`src/ppd_pkg.sv`:
```
// Shared widths, constants, register codes and state type of the PID position drive.
package ppd_pkg;

  localparam int DATA_W    = 32;
  localparam int WIDE_W    = DATA_W + 1;
  localparam int DEN_W     = 16;
  localparam int DT_W      = 16;
  localparam int GAIN_W    = 16;
  localparam int DRIVE_W   = 14;
  localparam int CFG_IDX_W = 3;
  localparam int MUL_A_W   = DATA_W + 2;
  localparam int MUL_P_W   = MUL_A_W + GAIN_W;
  localparam int SUM_W     = MUL_P_W + 2;
  localparam int SCALED_W  = SUM_W + 3;

  localparam int DRIVE_LIMIT = 5000;
  localparam int REACH_LIMIT = 1;

  localparam logic [DEN_W-1:0]   GEAR_RESET = DEN_W'(34);
  localparam logic [DRIVE_W-1:0] DRIVE_HI   = DRIVE_W'(DRIVE_LIMIT);
  localparam logic [DRIVE_W-1:0] DRIVE_LO   = DRIVE_W'(-DRIVE_LIMIT);

  typedef enum logic [CFG_IDX_W-1:0] {
    REG_TARGET,
    REG_START,
    REG_GEAR,
    REG_GAIN_P,
    REG_GAIN_I,
    REG_GAIN_D
  } cfg_reg_t;

  typedef enum logic [3:0] {
    S_IDLE,
    S_PREP,
    S_DIV_POS,
    S_ERR,
    S_DIFF,
    S_DDIV,
    S_WAIT_DER,
    S_PID,
    S_WAIT_PID,
    S_SCALE,
    S_DONE
  } state_t;

endpackage

```
`src/ppd_divider.sv`:
```
// Restoring unsigned divider, one quotient bit per cycle.
module ppd_divider #(
  parameter int NUM_W = ppd_pkg::WIDE_W,
  parameter int DEN_W = ppd_pkg::DEN_W
) (
  input  logic             clk,
  input  logic             rst,
  input  logic             start,
  input  logic [NUM_W-1:0] num,
  input  logic [DEN_W-1:0] den,
  output logic             done,
  output logic [NUM_W-1:0] quot
);
  import ppd_pkg::*;

  localparam int CNT_W = $clog2(NUM_W);

  logic [NUM_W-1:0] num_sh;
  logic [DEN_W-1:0] rem;
  logic [DEN_W-1:0] den_r;
  logic [CNT_W-1:0] cnt;
  logic             busy;
  logic [DEN_W:0]   rem_sh;
  logic [DEN_W:0]   rem_sub;
  logic             ge;

  assign rem_sh  = {rem, num_sh[NUM_W-1]};
  assign rem_sub = rem_sh - {1'b0, den_r};
  assign ge      = rem_sh >= {1'b0, den_r};
  assign quot    = num_sh;

  always_ff @(posedge clk) begin
    if (rst) begin
      busy <= 1'b0;
      done <= 1'b0;
      cnt  <= '0;
    end else if (start) begin
      busy <= 1'b1;
      done <= 1'b0;
      cnt  <= '0;
    end else if (busy) begin
      cnt <= cnt + 1'b1;
      if (cnt == CNT_W'(NUM_W - 1)) begin
        busy <= 1'b0;
        done <= 1'b1;
      end
    end
  end

  // quotient bits shift in behind the numerator bits as they are used
  always_ff @(posedge clk) begin
    if (start) begin
      num_sh <= num;
      rem    <= '0;
      den_r  <= den;
    end else if (busy) begin
      rem    <= ge ? rem_sub[DEN_W-1:0] : rem_sh[DEN_W-1:0];
      num_sh <= {num_sh[NUM_W-2:0], ge};
    end
  end

endmodule

```
`src/ppd_serial_mult.sv`:
```
// Shift-add multiplier, one multiplier bit per cycle; signed multiplicand.
module ppd_serial_mult #(
  parameter int A_W = ppd_pkg::MUL_A_W,
  parameter int B_W = ppd_pkg::GAIN_W
) (
  input  logic               clk,
  input  logic               rst,
  input  logic               start,
  input  logic               b_signed,
  input  logic [A_W-1:0]     a,
  input  logic [B_W-1:0]     b,
  output logic               done,
  output logic [A_W+B_W-1:0] product
);
  import ppd_pkg::*;

  localparam int P_W   = A_W + B_W;
  localparam int CNT_W = $clog2(B_W);

  logic [P_W-1:0]   areg;
  logic [B_W-1:0]   breg;
  logic [P_W-1:0]   acc;
  logic [P_W-1:0]   acc_next;
  logic [P_W-1:0]   addend;
  logic [CNT_W-1:0] cnt;
  logic             bsg;
  logic             busy;
  logic             last;

  assign last    = cnt == CNT_W'(B_W - 1);
  assign addend  = breg[0] ? areg : '0;
  // top bit of a signed multiplier carries negative weight
  assign acc_next = (last && bsg) ? acc - addend : acc + addend;
  assign product = acc;

  always_ff @(posedge clk) begin
    if (rst) begin
      busy <= 1'b0;
      done <= 1'b0;
      cnt  <= '0;
    end else if (start) begin
      busy <= 1'b1;
      done <= 1'b0;
      cnt  <= '0;
    end else if (busy) begin
      cnt <= cnt + 1'b1;
      if (last) begin
        busy <= 1'b0;
        done <= 1'b1;
      end
    end
  end

  always_ff @(posedge clk) begin
    if (start) begin
      areg <= {{B_W{a[A_W-1]}}, a};
      breg <= b;
      acc  <= '0;
      bsg  <= b_signed;
    end else if (busy) begin
      acc  <= acc_next;
      areg <= areg << 1;
      breg <= breg >> 1;
    end
  end

endmodule

```
`src/pid_position_drive_top.sv`:
```
// The next input word is taken the cycle after a result loads; time is set by the passes of
// the shared bit-serial divider (position, then derivative when the target is not reached)
// and of the bit-serial multipliers for the gain products.
// Reset: synchronous, clears the loop state, output valid and configuration registers to reset values.
module pid_position_drive_top (
  input  logic                                clk,
  input  logic                                rst,
  input  logic                                cfg_valid,
  output logic                                cfg_ready,
  input  logic [ppd_pkg::CFG_IDX_W-1:0]       cfg_index,
  input  logic [ppd_pkg::DATA_W-1:0]          cfg_data,
  input  logic                                in_valid,
  output logic                                in_stall,
  input  logic signed [ppd_pkg::DATA_W-1:0]   encoder_count,
  input  logic [ppd_pkg::DT_W-1:0]            elapsed_ms,
  output logic                                out_valid,
  input  logic                                out_stall,
  output logic signed [ppd_pkg::DRIVE_W-1:0]  drive,
  output logic                                reached,
  output logic signed [ppd_pkg::DATA_W-1:0]   position
);
  import ppd_pkg::*;

  localparam logic [DATA_W-1:0]   S32_MAX     = {1'b0, {(DATA_W-1){1'b1}}};
  localparam logic [DATA_W-1:0]   S32_MIN     = {1'b1, {(DATA_W-1){1'b0}}};
  localparam logic [DATA_W-1:0]   REACH_LIM_V = DATA_W'(REACH_LIMIT);
  localparam logic [SCALED_W-1:0] SC_HI       = SCALED_W'(DRIVE_LIMIT);
  localparam logic [SCALED_W-1:0] SC_LO       = SCALED_W'(-DRIVE_LIMIT);

  // configuration
  logic [DATA_W-1:0] target_position;
  logic [DATA_W-1:0] start_count;
  logic [DEN_W-1:0]  gear_ratio;
  logic [GAIN_W-1:0] gain_p;
  logic [GAIN_W-1:0] gain_i;
  logic [GAIN_W-1:0] gain_d;

  // loop state
  state_t            state;
  state_t            state_next;
  logic [DATA_W-1:0] previous_error;
  logic [DATA_W-1:0] error_integral;

  // working registers
  logic [DT_W-1:0]    dt_r;
  logic [WIDE_W-1:0]  sdiff;
  logic [DATA_W-1:0]  pos_r;
  logic [DATA_W-1:0]  error_r;
  logic [MUL_A_W-1:0] deriv_r;
  logic [SUM_W-1:0]   sum_r;
  logic [DRIVE_W-1:0] res_drive;
  logic               res_reached;

  logic in_accept;
  logic is_reached;
  logic div_start;
  logic mul_int_start;
  logic mul_pid_start;
  logic out_load;

  // divider
  logic [WIDE_W-1:0] div_num;
  logic [DEN_W-1:0]  div_den;
  logic [DEN_W-1:0]  gear_eff;
  logic              div_done;
  logic [WIDE_W-1:0] div_quot;

  // multipliers
  logic [MUL_A_W-1:0] err_ext;
  logic [MUL_A_W-1:0] int_ext;
  logic [GAIN_W-1:0]  mp_b;
  logic               mp_done;
  logic               mi_done;
  logic               md_done;
  logic [MUL_P_W-1:0] mp_prod;
  logic [MUL_P_W-1:0] mi_prod;
  logic [MUL_P_W-1:0] md_prod;

  // combinational results
  logic [WIDE_W-1:0]  err_wide;
  logic [DATA_W-1:0]  err_sat;
  logic [DATA_W-1:0]  pos_sat;
  logic [MUL_P_W-1:0] int_sum;
  logic [DATA_W-1:0]  int_sat;
  logic [MUL_A_W-1:0] deriv_val;
  logic [SCALED_W-1:0] sum_ext;
  logic [SCALED_W-1:0] scaled;
  logic [DRIVE_W-1:0] drive_val;

  assign cfg_ready = 1'b1;
  assign in_stall  = state != S_IDLE;
  assign in_accept = in_valid && !in_stall;

  always_ff @(posedge clk) begin
    if (rst) begin
      target_position <= '0;
      start_count     <= '0;
      gear_ratio      <= GEAR_RESET;
      gain_p          <= '0;
      gain_i          <= '0;
      gain_d          <= '0;
    end else if (cfg_valid && cfg_ready) begin
      unique case (cfg_index)
        REG_TARGET: target_position <= cfg_data;
        REG_START:  start_count     <= cfg_data;
        REG_GEAR:   gear_ratio      <= cfg_data[DEN_W-1:0];
        REG_GAIN_P: gain_p          <= cfg_data[GAIN_W-1:0];
        REG_GAIN_I: gain_i          <= cfg_data[GAIN_W-1:0];
        REG_GAIN_D: gain_d          <= cfg_data[GAIN_W-1:0];
        default: ;
      endcase
    end
  end

  // shared divider: position first, then the error difference over dt
  assign gear_eff = (gear_ratio == '0) ? DEN_W'(1) : gear_ratio;
  assign div_num  = sdiff[WIDE_W-1] ? (-sdiff) : sdiff;
  assign div_den  = (state == S_PREP) ? gear_eff : dt_r;

  ppd_divider #(
    .NUM_W (WIDE_W),
    .DEN_W (DEN_W)
  ) u_div (
    .clk   (clk),
    .rst   (rst),
    .start (div_start),
    .num   (div_num),
    .den   (div_den),
    .done  (div_done),
    .quot  (div_quot)
  );

  // the P unit also forms error * dt for the integral
  assign err_ext = {{(MUL_A_W-DATA_W){error_r[DATA_W-1]}}, error_r};
  assign int_ext = {{(MUL_A_W-DATA_W){error_integral[DATA_W-1]}}, error_integral};
  assign mp_b    = (state == S_PID) ? gain_p : dt_r;

  ppd_serial_mult #(
    .A_W (MUL_A_W),
    .B_W (GAIN_W)
  ) u_mul_p (
    .clk      (clk),
    .rst      (rst),
    .start    (mul_int_start || mul_pid_start),
    .b_signed (mul_pid_start),
    .a        (err_ext),
    .b        (mp_b),
    .done     (mp_done),
    .product  (mp_prod)
  );

  ppd_serial_mult #(
    .A_W (MUL_A_W),
    .B_W (GAIN_W)
  ) u_mul_i (
    .clk      (clk),
    .rst      (rst),
    .start    (mul_pid_start),
    .b_signed (1'b1),
    .a        (int_ext),
    .b        (gain_i),
    .done     (mi_done),
    .product  (mi_prod)
  );

  ppd_serial_mult #(
    .A_W (MUL_A_W),
    .B_W (GAIN_W)
  ) u_mul_d (
    .clk      (clk),
    .rst      (rst),
    .start    (mul_pid_start),
    .b_signed (1'b1),
    .a        (deriv_r),
    .b        (gain_d),
    .done     (md_done),
    .product  (md_prod)
  );

  // position from the magnitude quotient, saturated to 32 bits
  always_comb begin
    if (!sdiff[WIDE_W-1]) begin
      pos_sat = (div_quot[WIDE_W-1] || div_quot[DATA_W-1]) ? S32_MAX : div_quot[DATA_W-1:0];
    end else if (div_quot[WIDE_W-1] ||
                 (div_quot[DATA_W-1] && (div_quot[DATA_W-2:0] != '0))) begin
      pos_sat = S32_MIN;
    end else begin
      pos_sat = -div_quot[DATA_W-1:0];
    end
  end

  assign err_wide = {target_position[DATA_W-1], target_position} - {pos_r[DATA_W-1], pos_r};
  assign err_sat  = (err_wide[WIDE_W-1] != err_wide[DATA_W-1]) ?
                    (err_wide[WIDE_W-1] ? S32_MIN : S32_MAX) : err_wide[DATA_W-1:0];

  assign is_reached = $signed(error_r) <= $signed(REACH_LIM_V);

  assign int_sum = {{(MUL_P_W-DATA_W){error_integral[DATA_W-1]}}, error_integral} + mp_prod;
  always_comb begin
    if ((&int_sum[MUL_P_W-1:DATA_W-1]) || !(|int_sum[MUL_P_W-1:DATA_W-1])) begin
      int_sat = int_sum[DATA_W-1:0];
    end else begin
      int_sat = int_sum[MUL_P_W-1] ? S32_MIN : S32_MAX;
    end
  end

  always_comb begin
    if (dt_r == '0) begin
      deriv_val = '0;
    end else if (sdiff[WIDE_W-1]) begin
      deriv_val = -{1'b0, div_quot};
    end else begin
      deriv_val = {1'b0, div_quot};
    end
  end

  // times five, clamp, negate
  assign sum_ext = {{(SCALED_W-SUM_W){sum_r[SUM_W-1]}}, sum_r};
  assign scaled  = sum_ext + (sum_ext << 2);
  always_comb begin
    priority if ($signed(scaled) > $signed(SC_HI)) begin
      drive_val = DRIVE_LO;
    end else if ($signed(scaled) < $signed(SC_LO)) begin
      drive_val = DRIVE_HI;
    end else begin
      drive_val = -scaled[DRIVE_W-1:0];
    end
  end

  always_ff @(posedge clk) begin
    if (rst) begin
      state <= S_IDLE;
    end else begin
      state <= state_next;
    end
  end

  always_comb begin
    state_next    = state;
    div_start     = 1'b0;
    mul_int_start = 1'b0;
    mul_pid_start = 1'b0;
    out_load      = 1'b0;
    unique case (state)
      S_IDLE: begin
        if (in_accept) state_next = S_PREP;
      end
      S_PREP: begin
        div_start  = 1'b1;
        state_next = S_DIV_POS;
      end
      S_DIV_POS: begin
        if (div_done) state_next = S_ERR;
      end
      S_ERR: begin
        state_next = S_DIFF;
      end
      S_DIFF: begin
        if (is_reached) begin
          state_next = S_DONE;
        end else begin
          mul_int_start = 1'b1;
          state_next    = S_DDIV;
        end
      end
      S_DDIV: begin
        div_start  = 1'b1;
        state_next = S_WAIT_DER;
      end
      S_WAIT_DER: begin
        if (div_done && mp_done) state_next = S_PID;
      end
      S_PID: begin
        mul_pid_start = 1'b1;
        state_next    = S_WAIT_PID;
      end
      S_WAIT_PID: begin
        if (mp_done && mi_done && md_done) state_next = S_SCALE;
      end
      S_SCALE: begin
        state_next = S_DONE;
      end
      S_DONE: begin
        if (!out_valid || !out_stall) begin
          out_load   = 1'b1;
          state_next = S_IDLE;
        end
      end
      default: state_next = S_IDLE;
    endcase
  end

  always_ff @(posedge clk) begin
    if (rst) begin
      previous_error <= '0;
      error_integral <= '0;
    end else if (state == S_DIFF && is_reached) begin
      previous_error <= '0;
      error_integral <= '0;
    end else if (state == S_WAIT_DER && div_done && mp_done) begin
      error_integral <= int_sat;
    end else if (state == S_SCALE) begin
      previous_error <= error_r;
    end
  end

  always_ff @(posedge clk) begin
    if (in_accept) begin
      dt_r  <= elapsed_ms;
      sdiff <= {encoder_count[DATA_W-1], encoder_count} - {start_count[DATA_W-1], start_count};
    end
    if (state == S_DIV_POS && div_done) pos_r <= pos_sat;
    if (state == S_ERR) error_r <= err_sat;
    if (state == S_DIFF) begin
      sdiff       <= {error_r[DATA_W-1], error_r} - {previous_error[DATA_W-1], previous_error};
      res_drive   <= '0;
      res_reached <= is_reached;
    end
    if (state == S_WAIT_DER && div_done) deriv_r <= deriv_val;
    if (state == S_WAIT_PID) begin
      sum_r <= {{(SUM_W-MUL_P_W){mp_prod[MUL_P_W-1]}}, mp_prod}
             + {{(SUM_W-MUL_P_W){mi_prod[MUL_P_W-1]}}, mi_prod}
             + {{(SUM_W-MUL_P_W){md_prod[MUL_P_W-1]}}, md_prod};
    end
    if (state == S_SCALE) res_drive <= drive_val;
  end

  // output word register
  always_ff @(posedge clk) begin
    if (rst) begin
      out_valid <= 1'b0;
    end else if (out_load) begin
      out_valid <= 1'b1;
    end else if (out_valid && !out_stall) begin
      out_valid <= 1'b0;
    end
  end

  always_ff @(posedge clk) begin
    if (out_load) begin
      drive    <= res_drive;
      reached  <= res_reached;
      position <= pos_r;
    end
  end

endmodule

```
`config.mk`:
```
export PLATFORM = sky130hd
export DESIGN_NAME = pid_position_drive_top
export DESIGN_NICKNAME = d
export VERILOG_FILES = /design/src/ppd_pkg.sv /design/src/ppd_divider.sv /design/src/ppd_serial_mult.sv /design/src/pid_position_drive_top.sv
export SDC_FILE = /design/constraint.sdc
export NUM_CORES = 2
export LEC_CHECK = 0
export ABC_AREA = 1
export BUFFER_PORTS_ARGS = -buffer_cell sky130_fd_sc_hd__buf_2
export CAP_MARGIN = 15
export CORE_AREA = 2 2 528 530
export DETAILED_ROUTE_END_ITERATION = 10
export DIE_AREA = 0 0 530 532
export PLACE_DENSITY_LB_ADDON = 0.12
export REMOVE_ABC_BUFFERS = 1
export SKIP_CTS_REPAIR_TIMING = 1
export SYNTH_ARGS = -nofsm -noshare
export SYNTH_HDL_FRONTEND = slang
export SYNTH_SLANG_ARGS = --single-unit
```
`constraint.sdc`:
```
create_clock -name clk -period 10.3 [get_ports clk]
set_clock_uncertainty 0.05 [all_clocks]
set_input_delay 2.575 -clock clk [delete_from_list [all_inputs] [get_ports clk]]
set_output_delay 2.575 -clock clk [all_outputs]
set_load 0.01 [all_outputs]
```
==> reports/qor.csv <==
metric;value;unit
status;completed;
cell count after synthesis;9920;
Ports;138;
slowest stage delay, CP;0.52;ns
Final TNS setup;0;ns
Initial Utilization;25.0;%
adder-cell share of the synthesized area;9.37;%
Root Driver;clkbuf_16;
Final Util;28.2;%
Post-DP HPWL;222000;um
CP endpoint kind;register;
# DRC;0;
main combinational cell family by area after synthesis;simple AND/OR/NAND/NOR gates;
highest ir drop seen on vdd;171;uV
unrepaired setup endpoints after global routing;no;
fin crit period;5.20;ns
slowest stage cell, crit path;nor4_1;
post-synthesis to final-layout area growth;13.0;%
Ys Warns;0;
startpoint types;register;
hold crit path type;reg2reg;
global route overflow;0;
largest net degree at the start of global routing;75;
Tcrit/Tclk final;50.4;%
Worst EP required;10.97;ns
syn avg cell area;6.94;um^2
final WL;273000;um
ratio of cells with drive above 1 in the final layout;5.63;%
Reg2Reg Setup Slack;5.10;ns
CP max FO;53;
cell mode on critical path;nand3_1;
Die X;530;um
xor and xnor area share after synthesis;5.58;%
Max Slew Vio Count;0;
Buffers on Ports;136;
Max-Cap Viols;0;
cell with the most instances after synthesis;nand2_1;
Leak;35.8;nW
CTS buffer count;120;
Pwr Total;18.2;mW
worst relative slew slack;18.9;%
critical path class;reg2reg;
Nets;10572;
Most used DFF post-synth;edfxtp_1;
Avg Vias per Cell;4.66;
Setup WS pre-CTS;4.59;ns
layout filler cell count;30740;
Distinct cells, synth;72;
fmax;192;MHz
Die Area;282000;um^2
Synth async-reset ratio;0;%
gpl congestion;0.911;
Worst-Margin Slew;1.22;ns
Die Height;532;um
worst hold slack;0.368;ns
vias;64322;
FP Rows;193;
H-tree depth;3;
number of synthesized flops with an enable pin;509;
top cell type's share of synthesized area;22.2;%
final hold violation count;0;
initial antenna violation count;9;
remaining antenna violation count;0;
Synth Area in Compound Gates;15.3;%
Pwr Density;233;nW/um^2
PnR worst setup slack;5.10;ns
first-pass GRT wire length;407000;um
mux cell area share after synthesis;0.0291;%
Initial DRC Count;4393;
synthesized-area fraction occupied by and/or/nand/nor cells;26.6;%
Synth area leader;edfxtp_1;
Max clock buf depth;4;
Core ar.;276000;um^2
endpoints failing setup;0;
top post-synthesis cells by count;nand2_1 (2568), inv_1 (1474), nor2_1 (1187), o21ai_0 (718), a21oi_1 (695);
clock latency on the worst-skew pair;0.90;ns
#FFs+latches synth;898;
CTS clk-pin slew, worst paths;0.06;ns
Synth area leaders;edfxtp_1 (22%), nand2_1 (14%), dfxtp_1 (11%), inv_1 (8.0%), ha_1 (7.6%);
Sink Count;898;
Seq/Total Area, Yosys;33.5;%
vias in the first global route;63643;
routed len/inst;19.8;um
critical path data arrival time;5.86;ns
Total GRT Usage;18.9;%
TritonCTS clock tree;yes;
Netlist Area Pre-Place;68900;um^2
DR pass1 iterations;6;
-- power breakdown --
group	switching, mW	internal [mW]	total (mW)	leakage [nW]
combinational	5.45	2.60	8.05	25.9
clock	1.76	2.65	4.40	2.03
sequential	1.08	4.62	5.70	7.82
-- metal layers --
| metal | share of wire [%] | GRT usage [%] | wire [um] | vias to the layer above |
|---|---|---|---|---|
| met1 | 48 | 25.9 | 130000 | 30183 |
| met3 | 3.2 | 1.38 | 8690 | 300 |
| met2 | 46 | 31.7 | 127000 | 1235 |
| li1 | - | - | - | 32602 |
| met5 | 0.0033 | 0 | 9 | - |
| met4 | 2.9 | 5.48 | 8050 | 2 |
-- state kept, by name, indices dropped and copies added (netlist names), 34 cells and up --
signal           cells
u_mul_d.areg        50
deriv_r             34
u_mul_p.product     50
u_mul_i.areg        50
u_mul_p.areg        50
u_mul_d.product     50
sum_r               52
u_mul_i.product     50
-- cell usage in the layout, fill, tap and decap left out, types with 50 or more instances in the layout --
master / synthesis / final
nand2_1: 2568 / 2565
edfxtp_1: 509 / 509
nor3_1: 104 / 102
nor4_1: 51 / 50
fa_1: 60 / 60
o21ai_0: 718 / 717
a31oi_1: 105 / 105
xor2_1: 283 / 283
xnor2_1: 154 / 154
buf_2: 19 / 136
dfxtp_1: 389 / 387
inv_1: 1474 / 1469
o211ai_1: 72 / 72
ha_1: 420 / 420
buf_4: 1 / 53
a21oi_1: 695 / 694
nand4_1: 110 / 110
clkbuf_16: 0 / 126
nand3_1: 320 / 320
nor2_1: 1187 / 1180
-- cell families (layout without fill, tap and decap cells) --
| group | Yosys count | count (layout) |
|---|---|---|
| xor gates and xnor gates | 438 | 438 |
| adders and majority gates | 480 | 480 |
| buffers and inverters | 1721 | 1905 |
| and+or+nand+nor | 4492 | 4492 |
| AOI/OAI and AO/OA | 1888 | 1888 |
| other | 1 | 5 |
| DFF | 898 | 898 |
| muxes | 2 | 2 |
-- area by class of cell --
type | count | area, um^2 | area share (%)
Tap cell | 3705 | 4640 | 5.95
Clock inverter | 63 | 711 | 0.913
Multi-Input combinational cell | 7301 | 39300 | 50.5
Antenna cell | 4 | 10.0 | 0.0129
Timing Repair Buffer | 191 | 1130 | 1.46
Sequential cell | 898 | 23100 | 29.6
Inverter | 1492 | 5610 | 7.20
Clock buffer | 159 | 3400 | 4.37
-- path summary, 6_finish.rpt --
kind / from / to / cells past startpoint
worst max register to register: u_mul_d.breg[0] / u_mul_d.product[44] / 27
worst min register to register: res_drive[0] / drive[0] / 0
worst min-delay path: res_drive[0] / drive[0] / 0
worst max-delay path: u_mul_d.breg[0] / u_mul_d.product[44] / 27
-- per-stage QoR --
step           std cells  instance area, um^2
6_report           13813                77900
2_1_floorplan       9691                67900
5_1_grt            13811                77900
3_3_place_gp       13585                73700
4_1_cts            13807                77800
3_5_place_dp       13585                73700
-- critical path: cells and delay by family (launching register included) --
kind                       cells  cell delay (ns)
adders and majority gates      2             0.57
xor gates and xnor gates       1             0.18
AOI/OAI and AO/OA              3             0.40
and+or+nand+nor               17             2.99
DFF                            1             0.36
buffers and inverters          4             0.50
Power figures use the tool's default switching activity.
